--- src/design/pi_ocs_pkg.sv ---
// ----------------------------------------------------------------------------
// pi_ocs_pkg
// Shared codes and types of the PI drive regulator: event codes, run states,
// register indexes and the control state bundle.
// ----------------------------------------------------------------------------
package pi_ocs_pkg;

    localparam int CFG_INDEX_WIDTH = 3;
    localparam int TICK_WIDTH      = 32;

    typedef enum logic [1:0] {
        MODE_TICK     = 2'd0,
        MODE_SEL_OPEN = 2'd1,
        MODE_CLOSED   = 2'd2,
        MODE_STOP     = 2'd3
    } mode_t;

    typedef enum logic [1:0] {
        RUN_IDLE   = 2'd0,
        RUN_OPEN   = 2'd1,
        RUN_CLOSED = 2'd2,
        RUN_SAFE   = 2'd3
    } run_t;

    typedef enum logic [CFG_INDEX_WIDTH-1:0] {
        REG_PROP_GAIN        = 3'd0,
        REG_INTEGRAL_GAIN    = 3'd1,
        REG_DRIVE_MIN        = 3'd2,
        REG_DRIVE_MAX        = 3'd3,
        REG_INTEGRATOR_LIMIT = 3'd4,
        REG_TARGET           = 3'd5
    } reg_index_t;

    // Mode selection and run phase travel together between modules.
    typedef struct packed {
        logic closed;
        run_t run;
    } ctrl_t;

endpackage

--- src/design/pi_ocs_cfg_regs.sv ---
// ----------------------------------------------------------------------------
// pi_ocs_cfg_regs
// Configuration register file: gains, drive limits, integrator clamp and
// setpoint, written through a plain write port.
// ----------------------------------------------------------------------------
module pi_ocs_cfg_regs #(
    parameter int DATA_WIDTH = 16,
    parameter int FRAC_BITS  = 12
) (
    input  logic                                       clk,
    input  logic                                       rst_n,
    input  logic                                       cfg_write_en,
    input  logic [pi_ocs_pkg::CFG_INDEX_WIDTH-1:0]     cfg_index,
    input  logic [DATA_WIDTH-1:0]                      cfg_data,
    output logic signed [DATA_WIDTH-1:0]               prop_gain,
    output logic signed [DATA_WIDTH-1:0]               integral_gain,
    output logic signed [DATA_WIDTH-1:0]               drive_min,
    output logic signed [DATA_WIDTH-1:0]               drive_max,
    output logic [DATA_WIDTH-2:0]                      integrator_limit,
    output logic signed [DATA_WIDTH-1:0]               target
);
    import pi_ocs_pkg::*;

    // 1.0 and 0.05 in the chosen fixed point format
    localparam logic [63:0] ONE_WIDE  = 64'(1) << FRAC_BITS;
    localparam logic [63:0] GAIN_WIDE = (ONE_WIDE + 64'd10) / 64'd20;
    localparam logic signed [DATA_WIDTH-1:0] ONE_Q  = ONE_WIDE[DATA_WIDTH-1:0];
    localparam logic signed [DATA_WIDTH-1:0] GAIN_Q = GAIN_WIDE[DATA_WIDTH-1:0];

    logic signed [DATA_WIDTH-1:0] prop_gain_reg;
    logic signed [DATA_WIDTH-1:0] integral_gain_reg;
    logic signed [DATA_WIDTH-1:0] drive_min_reg;
    logic signed [DATA_WIDTH-1:0] drive_max_reg;
    logic [DATA_WIDTH-2:0]        integrator_limit_reg;
    logic signed [DATA_WIDTH-1:0] target_reg;

    always_ff @(posedge clk or negedge rst_n)
    begin
        if (!rst_n)
        begin
            prop_gain_reg        <= ONE_Q;
            integral_gain_reg    <= GAIN_Q;
            drive_min_reg        <= -ONE_Q;
            drive_max_reg        <= ONE_Q;
            integrator_limit_reg <= ONE_Q[DATA_WIDTH-2:0];
            target_reg           <= '0;
        end
        else if (cfg_write_en)
        begin
            unique case (cfg_index)
                REG_PROP_GAIN:        prop_gain_reg        <= cfg_data;
                REG_INTEGRAL_GAIN:    integral_gain_reg    <= cfg_data;
                REG_DRIVE_MIN:        drive_min_reg        <= cfg_data;
                REG_DRIVE_MAX:        drive_max_reg        <= cfg_data;
                REG_INTEGRATOR_LIMIT: integrator_limit_reg <= cfg_data[DATA_WIDTH-2:0];
                REG_TARGET:           target_reg           <= cfg_data;
                default:              ; // drop writes beyond the register list
            endcase
        end
    end

    assign prop_gain        = prop_gain_reg;
    assign integral_gain    = integral_gain_reg;
    assign drive_min        = drive_min_reg;
    assign drive_max        = drive_max_reg;
    assign integrator_limit = integrator_limit_reg;
    assign target           = target_reg;

endmodule

--- src/design/pi_ocs_datapath.sv ---
// ----------------------------------------------------------------------------
// pi_ocs_datapath
// Next-state logic for one event: open loop clamp, PI terms with integrator
// clamp, drive clamp, saturating counters and overshoot peak.
// ----------------------------------------------------------------------------
module pi_ocs_datapath #(
    parameter int DATA_WIDTH  = 16,
    parameter int FRAC_BITS   = 12,
    parameter int COUNT_WIDTH = 16
) (
    input  pi_ocs_pkg::mode_t                     mode,
    input  logic signed [DATA_WIDTH-1:0]          measured,
    input  logic signed [DATA_WIDTH-1:0]          open_command,
    input  logic signed [DATA_WIDTH-1:0]          prop_gain,
    input  logic signed [DATA_WIDTH-1:0]          integral_gain,
    input  logic signed [DATA_WIDTH-1:0]          drive_min,
    input  logic signed [DATA_WIDTH-1:0]          drive_max,
    input  logic [DATA_WIDTH-2:0]                 integrator_limit,
    input  logic signed [DATA_WIDTH-1:0]          target,
    input  pi_ocs_pkg::ctrl_t                     ctrl,
    input  logic signed [DATA_WIDTH-1:0]          integrator,
    input  logic signed [DATA_WIDTH-1:0]          drive,
    input  logic [pi_ocs_pkg::TICK_WIDTH-1:0]     tick_count,
    input  logic [COUNT_WIDTH-1:0]                sat_count,
    input  logic [COUNT_WIDTH-1:0]                mode_count,
    input  logic [DATA_WIDTH-2:0]                 peak,
    output pi_ocs_pkg::ctrl_t                     ctrl_next,
    output logic signed [DATA_WIDTH-1:0]          integrator_next,
    output logic signed [DATA_WIDTH-1:0]          drive_next,
    output logic [pi_ocs_pkg::TICK_WIDTH-1:0]     tick_count_next,
    output logic [COUNT_WIDTH-1:0]                sat_count_next,
    output logic [COUNT_WIDTH-1:0]                mode_count_next,
    output logic [DATA_WIDTH-2:0]                 peak_next
);
    import pi_ocs_pkg::*;

    // products of a gain and an error one bit wider than the data
    localparam int PW = 2 * DATA_WIDTH + 1;

    logic signed [DATA_WIDTH:0] err;
    logic signed [DATA_WIDTH:0] over;
    logic signed [PW-1:0]       p_term;
    logic signed [PW-1:0]       i_term;
    logic signed [PW-1:0]       lim_w;
    logic signed [PW-1:0]       integ_sum;
    logic signed [PW-1:0]       integ_clamped;
    logic signed [PW-1:0]       raw;
    logic signed [PW-1:0]       dmin_w;
    logic signed [PW-1:0]       dmax_w;
    logic signed [PW-1:0]       raw_clamped;
    logic signed [DATA_WIDTH-1:0] cmd_clamped;
    logic                       want_closed;
    logic [COUNT_WIDTH-1:0]     sat_inc;
    logic [COUNT_WIDTH-1:0]     mode_inc;
    logic [TICK_WIDTH-1:0]      tick_inc;

    assign err  = (DATA_WIDTH+1)'(target) - (DATA_WIDTH+1)'(measured);
    assign over = (DATA_WIDTH+1)'(measured) - (DATA_WIDTH+1)'(target);

    // arithmetic shift rounds toward minus infinity
    assign p_term = (PW'(prop_gain) * PW'(err)) >>> FRAC_BITS;
    assign i_term = (PW'(integral_gain) * PW'(err)) >>> FRAC_BITS;

    assign lim_w     = PW'(signed'({1'b0, integrator_limit}));
    assign integ_sum = PW'(integrator) + i_term;

    always_comb
    begin
        if (integ_sum < -lim_w)
            integ_clamped = -lim_w;
        else if (integ_sum > lim_w)
            integ_clamped = lim_w;
        else
            integ_clamped = integ_sum;
    end

    assign raw    = p_term + integ_clamped;
    assign dmin_w = PW'(drive_min);
    assign dmax_w = PW'(drive_max);

    // with inverted limits, raw below drive_min gives drive_min, else drive_max
    always_comb
    begin
        if (raw < dmin_w)
            raw_clamped = dmin_w;
        else if (raw > dmax_w)
            raw_clamped = dmax_w;
        else
            raw_clamped = raw;
    end

    always_comb
    begin
        if (open_command < drive_min)
            cmd_clamped = drive_min;
        else if (open_command > drive_max)
            cmd_clamped = drive_max;
        else
            cmd_clamped = open_command;
    end

    assign sat_inc  = (sat_count == '1) ? sat_count : sat_count + 1'b1;
    assign mode_inc = (mode_count == '1) ? mode_count : mode_count + 1'b1;
    assign tick_inc = (tick_count == '1) ? tick_count : tick_count + 1'b1;
    assign want_closed = (mode == MODE_CLOSED);

    always_comb
    begin
        ctrl_next       = ctrl;
        integrator_next = integrator;
        drive_next      = drive;
        tick_count_next = tick_count;
        sat_count_next  = sat_count;
        mode_count_next = mode_count;
        peak_next       = peak;
        unique case (mode)
            MODE_TICK:
            begin
                tick_count_next = tick_inc;
                if (ctrl.run == RUN_SAFE)
                begin
                    drive_next = '0;
                end
                else if (!ctrl.closed)
                begin
                    drive_next = cmd_clamped;
                    if (cmd_clamped == drive_min || cmd_clamped == drive_max)
                        sat_count_next = sat_inc;
                end
                else
                begin
                    integrator_next = integ_clamped[DATA_WIDTH-1:0];
                    drive_next      = raw_clamped[DATA_WIDTH-1:0];
                    if (raw_clamped != raw)
                        sat_count_next = sat_inc;
                    if (target > 0 && over > (DATA_WIDTH+1)'(signed'({2'b00, peak})))
                        peak_next = over[DATA_WIDTH-2:0];
                end
            end
            MODE_STOP:
            begin
                ctrl_next.run = RUN_SAFE;
                drive_next    = '0;
            end
            MODE_SEL_OPEN, MODE_CLOSED:
            begin
                if (ctrl.closed != want_closed)
                begin
                    ctrl_next.closed = want_closed;
                    mode_count_next  = mode_inc;
                end
                // only reset leaves the safe state
                if (ctrl.run != RUN_SAFE)
                    ctrl_next.run = want_closed ? RUN_CLOSED : RUN_OPEN;
            end
            default:
            begin
                ctrl_next = ctrl;
            end
        endcase
    end

endmodule

--- src/design/pi_controller_open_closed_safe_top.sv ---
// ----------------------------------------------------------------------------
// pi_controller_open_closed_safe_top
// PI drive regulator with open and closed loop modes, anti-windup clamp,
// saturating event counters, overshoot tracking and a latched safe stop.
//
//   channel  direction  handshake             payload
//   in       sink       in_valid / in_stall   mode, measured, open_command
//   out      source     out_valid / out_stall drive, run_state, loop_closed,
//                                             sat_events, mode_change_events,
//                                             peak_overshoot, tick_total
//   cfg      sink       cfg_write_en          cfg_index, cfg_data
//
// One transaction per cycle sustained while out_stall is low; an accepted input
// is captured in the input register, feeds the combinational PI datapath, and
// its outputs land in the state/result register when the transaction advances.
// The regulator state doubles as the result register, so a result holds
// while out_stall is high; the input register then fills and in_stall rises.
// Reset restores register defaults and clears the regulator state and valid flags at once.
// ----------------------------------------------------------------------------
module pi_controller_open_closed_safe_top #(
    parameter int DATA_WIDTH  = 16,
    parameter int FRAC_BITS   = 12,
    parameter int COUNT_WIDTH = 16
) (
    input  logic                                   clk,
    input  logic                                   rst_n,
    input  logic                                   cfg_write_en,
    input  logic [pi_ocs_pkg::CFG_INDEX_WIDTH-1:0] cfg_index,
    input  logic [DATA_WIDTH-1:0]                  cfg_data,
    input  logic                                   in_valid,
    output logic                                   in_stall,
    input  logic [1:0]                             mode,
    input  logic signed [DATA_WIDTH-1:0]           measured,
    input  logic signed [DATA_WIDTH-1:0]           open_command,
    output logic                                   out_valid,
    input  logic                                   out_stall,
    output logic signed [DATA_WIDTH-1:0]           drive,
    output logic [1:0]                             run_state,
    output logic                                   loop_closed,
    output logic [COUNT_WIDTH-1:0]                 sat_events,
    output logic [COUNT_WIDTH-1:0]                 mode_change_events,
    output logic [DATA_WIDTH-2:0]                  peak_overshoot,
    output logic [pi_ocs_pkg::TICK_WIDTH-1:0]      tick_total
);
    import pi_ocs_pkg::*;

    logic signed [DATA_WIDTH-1:0] prop_gain;
    logic signed [DATA_WIDTH-1:0] integral_gain;
    logic signed [DATA_WIDTH-1:0] drive_min;
    logic signed [DATA_WIDTH-1:0] drive_max;
    logic [DATA_WIDTH-2:0]        integrator_limit;
    logic signed [DATA_WIDTH-1:0] target;

    logic                         in_valid_reg;
    mode_t                        mode_reg;
    logic signed [DATA_WIDTH-1:0] measured_reg;
    logic signed [DATA_WIDTH-1:0] open_command_reg;
    logic                         out_valid_reg;
    logic                         advance;

    ctrl_t                        ctrl_reg;
    ctrl_t                        ctrl_next;
    logic signed [DATA_WIDTH-1:0] integrator_reg;
    logic signed [DATA_WIDTH-1:0] integrator_next;
    logic signed [DATA_WIDTH-1:0] drive_reg;
    logic signed [DATA_WIDTH-1:0] drive_next;
    logic [TICK_WIDTH-1:0]        tick_reg;
    logic [TICK_WIDTH-1:0]        tick_next;
    logic [COUNT_WIDTH-1:0]       sat_reg;
    logic [COUNT_WIDTH-1:0]       sat_next;
    logic [COUNT_WIDTH-1:0]       mode_cnt_reg;
    logic [COUNT_WIDTH-1:0]       mode_cnt_next;
    logic [DATA_WIDTH-2:0]        peak_reg;
    logic [DATA_WIDTH-2:0]        peak_next;

    pi_ocs_cfg_regs #(
        .DATA_WIDTH (DATA_WIDTH),
        .FRAC_BITS  (FRAC_BITS)
    ) u_cfg (
        .clk              (clk),
        .rst_n            (rst_n),
        .cfg_write_en     (cfg_write_en),
        .cfg_index        (cfg_index),
        .cfg_data         (cfg_data),
        .prop_gain        (prop_gain),
        .integral_gain    (integral_gain),
        .drive_min        (drive_min),
        .drive_max        (drive_max),
        .integrator_limit (integrator_limit),
        .target           (target)
    );

    pi_ocs_datapath #(
        .DATA_WIDTH  (DATA_WIDTH),
        .FRAC_BITS   (FRAC_BITS),
        .COUNT_WIDTH (COUNT_WIDTH)
    ) u_datapath (
        .mode             (mode_reg),
        .measured         (measured_reg),
        .open_command     (open_command_reg),
        .prop_gain        (prop_gain),
        .integral_gain    (integral_gain),
        .drive_min        (drive_min),
        .drive_max        (drive_max),
        .integrator_limit (integrator_limit),
        .target           (target),
        .ctrl             (ctrl_reg),
        .integrator       (integrator_reg),
        .drive            (drive_reg),
        .tick_count       (tick_reg),
        .sat_count        (sat_reg),
        .mode_count       (mode_cnt_reg),
        .peak             (peak_reg),
        .ctrl_next        (ctrl_next),
        .integrator_next  (integrator_next),
        .drive_next       (drive_next),
        .tick_count_next  (tick_next),
        .sat_count_next   (sat_next),
        .mode_count_next  (mode_cnt_next),
        .peak_next        (peak_next)
    );

    // advance the held transaction whenever the result slot frees up
    assign advance  = in_valid_reg && (!out_valid_reg || !out_stall);
    assign in_stall = in_valid_reg && out_valid_reg && out_stall;

    always_ff @(posedge clk or negedge rst_n)
    begin
        if (!rst_n)
        begin
            in_valid_reg  <= 1'b0;
            out_valid_reg <= 1'b0;
        end
        else
        begin
            if (!in_stall)
                in_valid_reg <= in_valid;
            if (advance)
                out_valid_reg <= 1'b1;
            else if (!out_stall)
                out_valid_reg <= 1'b0;
        end
    end

    always_ff @(posedge clk)
    begin
        if (in_valid && !in_stall)
        begin
            mode_reg         <= mode_t'(mode);
            measured_reg     <= measured;
            open_command_reg <= open_command;
        end
    end

    // regulator state, also the visible result
    always_ff @(posedge clk or negedge rst_n)
    begin
        if (!rst_n)
        begin
            ctrl_reg       <= '{closed: 1'b0, run: RUN_IDLE};
            integrator_reg <= '0;
            drive_reg      <= '0;
            tick_reg       <= '0;
            sat_reg        <= '0;
            mode_cnt_reg   <= '0;
            peak_reg       <= '0;
        end
        else if (advance)
        begin
            ctrl_reg       <= ctrl_next;
            integrator_reg <= integrator_next;
            drive_reg      <= drive_next;
            tick_reg       <= tick_next;
            sat_reg        <= sat_next;
            mode_cnt_reg   <= mode_cnt_next;
            peak_reg       <= peak_next;
        end
    end

    assign out_valid          = out_valid_reg;
    assign drive              = drive_reg;
    assign run_state          = ctrl_reg.run;
    assign loop_closed        = ctrl_reg.closed;
    assign sat_events         = sat_reg;
    assign mode_change_events = mode_cnt_reg;
    assign peak_overshoot     = peak_reg;
    assign tick_total         = tick_reg;

    a_stop_safe: assert property (@(posedge clk) disable iff (!rst_n)
        advance && mode_reg == MODE_STOP |=> run_state == RUN_SAFE && drive == '0)
        else $error("stop did not reach safe state with zero drive");

    a_safe_latched: assert property (@(posedge clk) disable iff (!rst_n)
        run_state == RUN_SAFE |=> run_state == RUN_SAFE)
        else $error("safe state left without reset");

    a_result_hold: assert property (@(posedge clk) disable iff (!rst_n)
        out_valid && out_stall |=> $stable(drive) && $stable(tick_total)
            && $stable(sat_events))
        else $error("stalled result changed");

    a_tick_monotonic: assert property (@(posedge clk) disable iff (!rst_n)
        advance |=> tick_total >= $past(tick_total))
        else $error("tick count went backward");

endmodule
--- config.mk ---
export PLATFORM = sky130hd
export DESIGN_NAME = pi_controller_open_closed_safe_top
export DESIGN_NICKNAME = d
export VERILOG_FILES = /design/src/design/pi_ocs_pkg.sv /design/src/design/pi_ocs_cfg_regs.sv /design/src/design/pi_ocs_datapath.sv /design/src/design/pi_controller_open_closed_safe_top.sv
export SDC_FILE = /design/constraint.sdc
export NUM_CORES = 2
export LEC_CHECK = 0
export BUFFER_PORTS_ARGS = -buffer_cell sky130_fd_sc_hd__buf_2
export CAP_MARGIN = 30
export CORE_UTILIZATION = 55
export DETAILED_ROUTE_END_ITERATION = 10
export GPL_TIMING_DRIVEN = 0
export MAX_ROUTING_LAYER = met4
export PLACE_DENSITY = 0.68
export SKIP_LAST_GASP = 1
export SYNTH_ARGS = -nofsm -noshare
export SYNTH_HDL_FRONTEND = slang
export SYNTH_SLANG_ARGS = --single-unit
export TNS_END_PERCENT = 10
--- constraint.sdc ---
create_clock -name clk -period 19.8 [get_ports clk]
set_clock_uncertainty 0.1 [all_clocks]
set_input_delay 0 -clock clk [delete_from_list [all_inputs] [get_ports clk]]
set_output_delay 0 -clock clk [all_outputs]
set_load 0.01 [all_outputs]
==> results.md <==
- Delay-heaviest family, CP: compound AO/OA/AOI/OAI gates
- Fraction of layout instances using a drive strength above 1: 0.0934
- H-tree depth: 1
- Maximum clock rate: 52.9 MHz
- Via-to-Cell Ratio: 5.67
- Die X: 271 µm
- Most common cell after layout, fill and taps aside: inv_1
- Syn Std Cell Area: between 30000 and 40000 µm²
- Worst Path Required: 20200 ps
- Final non-filler cell total: 5631
- Layout area overhead: 9.98%
- Drt drc: 0
- Post-Synthesis Cells: ~4400
- Clk root buf: clkbuf_16
- CP Launch Type: register
- Flops & latches, synth: 245
- Hpwl dp: 93800 µm
- Status: complete, no violations
- Number of clock sinks: about 250
- Final Setup Violations: 0
- Synth Flop Type: dfrtp_1
- PortBufs: about 160
- Ports: between 150 and 200
- Die height: 271 µm
- First-pass DRT Iterations: 8
- Syn_area_per_cell: roughly 9.1 µm²
- DRT Wirelength: 117000 µm
- DR iter-0 viols: 2513
- Fin. max-slew vios: 0
- Via count: 31950
- Largest net degree at the start of global routing: 75
- Fin crit share: 0.955
- Final hold vios: 0
- Slowest cell delay on critical path: 530 ps
- Worst hold path class: primary input to register
- Data arrival, critical path: 19310 ps
- Post-synth EDFFs: 34
- Clock-pin slew on the worst setup and hold paths: 70 ps
- Synth warn: 0
- Starting Density: 0.557
- Worst path slowest cell: fa_1
- Die ar.: 73600 µm²
- Ys async rst share: 0.861
- DR WL/cell: 20.8 µm
- Setup Crit Path Kind: register to register
- Initial antenna violation count: 4
- Clk buf depth: 3
- Slew @ Worst Pin: 1020 ps
- Final layout net count: 5666
- Final Wtd Congestion: 0.960
- Rel. slew slack: 0.319
- CP Buf/Inv Count: 11
- Core Footprint: 71600 µm²
- Tmin final: 18910 ps
- Post-synth cell types: 96
- Seq/Total Area, Yosys: 0.158
- Max reg flops: 32
- Worst Setup End Kind: register
- Worst skew pair latency: 580 ps
- TritonCTS Buffers: 28
- # fillers: 6296
- CTS tree: done
- Worst Path Max Fanout: 10
- Syn Nets: about 5400
- Placed instance count: 5505
- Number of global-route vias before repair: 32777
- Total GRT Usage: 0.334
- First-pass GRT wire length: 185000 µm
- ANT nets after route: 0
- Row count: 98
- Max_cap viols: 0
- Total global routing overflow: 0
- Most frequent cells in the layout: 732 x inv_1, 547 x fa_1, 482 x nand2_1
## final timing paths
| check | end | startpoint | slack (ps) | cells past startpoint |
|---|---|---|---|---|
| worst max-delay path | sat_events[9] | u_cfg.target[1] | 890 | 74 |
| worst min-delay path | open_command_reg[1] | open_command[1] | 20 | 2 |
| worst max register to register | sat_events[9] | u_cfg.target[1] | 890 | 74 |
| worst min register to register | drive[9] | drive[9] | 380 | 2 |
| max in group asynchronous | u_cfg.integral_gain[3] | rst_n | 18600 | 4 |
| min in group asynchronous | u_cfg.prop_gain[12] | rst_n | 500 | 3 |
## repair_timing
item | in CTS | in global routing
endpoints found under the hold margin | 334 | 0
endpoints found under the setup margin | 16 | 32
setup buffers | 3 | 5
pin swaps | 1 | 7
hold buffers | 62 | 0
gates resized for setup | 8 | 92
## logic make-up after synthesis
kind of cell             Yosys count  synth area share
XOR/XNOR                         242            0.0531
multiplexers                     134            0.0368
buffers and inverters            913            0.0869
flip-flops                       245             0.158
AO/OA/AOI/OAI                    646             0.106
adder cells (fa/ha/maj)          957             0.403
AND/OR/NAND/NOR                 1256             0.156
## metrics by stage
stage	hold WS (ps)	cell area, µm²	utilization	setup slack [ps]	setup TNS [ps]
floorplan	-396	39900	-	2860	0
global placement	76.2	41900	0.585	-1150	-17180
detailed placement	-88.3	42000	0.586	-532	-5920
CTS	0.207	43500	0.608	39.1	0
global route	18.3	43900	0.613	-131	-1160
finish	21.7	43900	0.613	891	0
## layout make-up
class	count	area, µm²	share of cell area
well taps	950	1190	0.0271
clock buffers	40	808	0.0184
repair buffers	232	1580	0.0359
diodes	4	10.0	0.000228
multi-input cells	3235	30400	0.693
flip-flops and latches	245	6320	0.144
clock inverters	12	73.8	0.00168
inverters	733	2750	0.0627
plain buffers	180	764	0.0174
## metal layers
layer	GRT usage	routed length (µm)	up-vias
met2	0.529	54400	1065
li1	-	-	14779
met3	0.0530	8360	234
met5	-	0	-
met4	0.0986	4490	0
met1	0.442	49700	15872
## cells in the mapped netlist (72+ instances only)
library cell / number / area, µm²
xnor2_1: 170 / 1490
dfrtp_1: 199 / 4980
a21oi_1: 164 / 821
fa_1: 548 / 11000
mux2_2: 100 / 1130
nand2_1: 482 / 1810
clkbuf_1: 154 / 578
ha_1: 405 / 5070
nor2_1: 163 / 612
xor2_1: 72 / 631
o21ai_0: 160 / 801
inv_1: 732 / 2750
and2_1: 224 / 1400
Power is not shown: default switching activity piles up to over one toggle a cycle in this logic, so the estimate is an artifact.
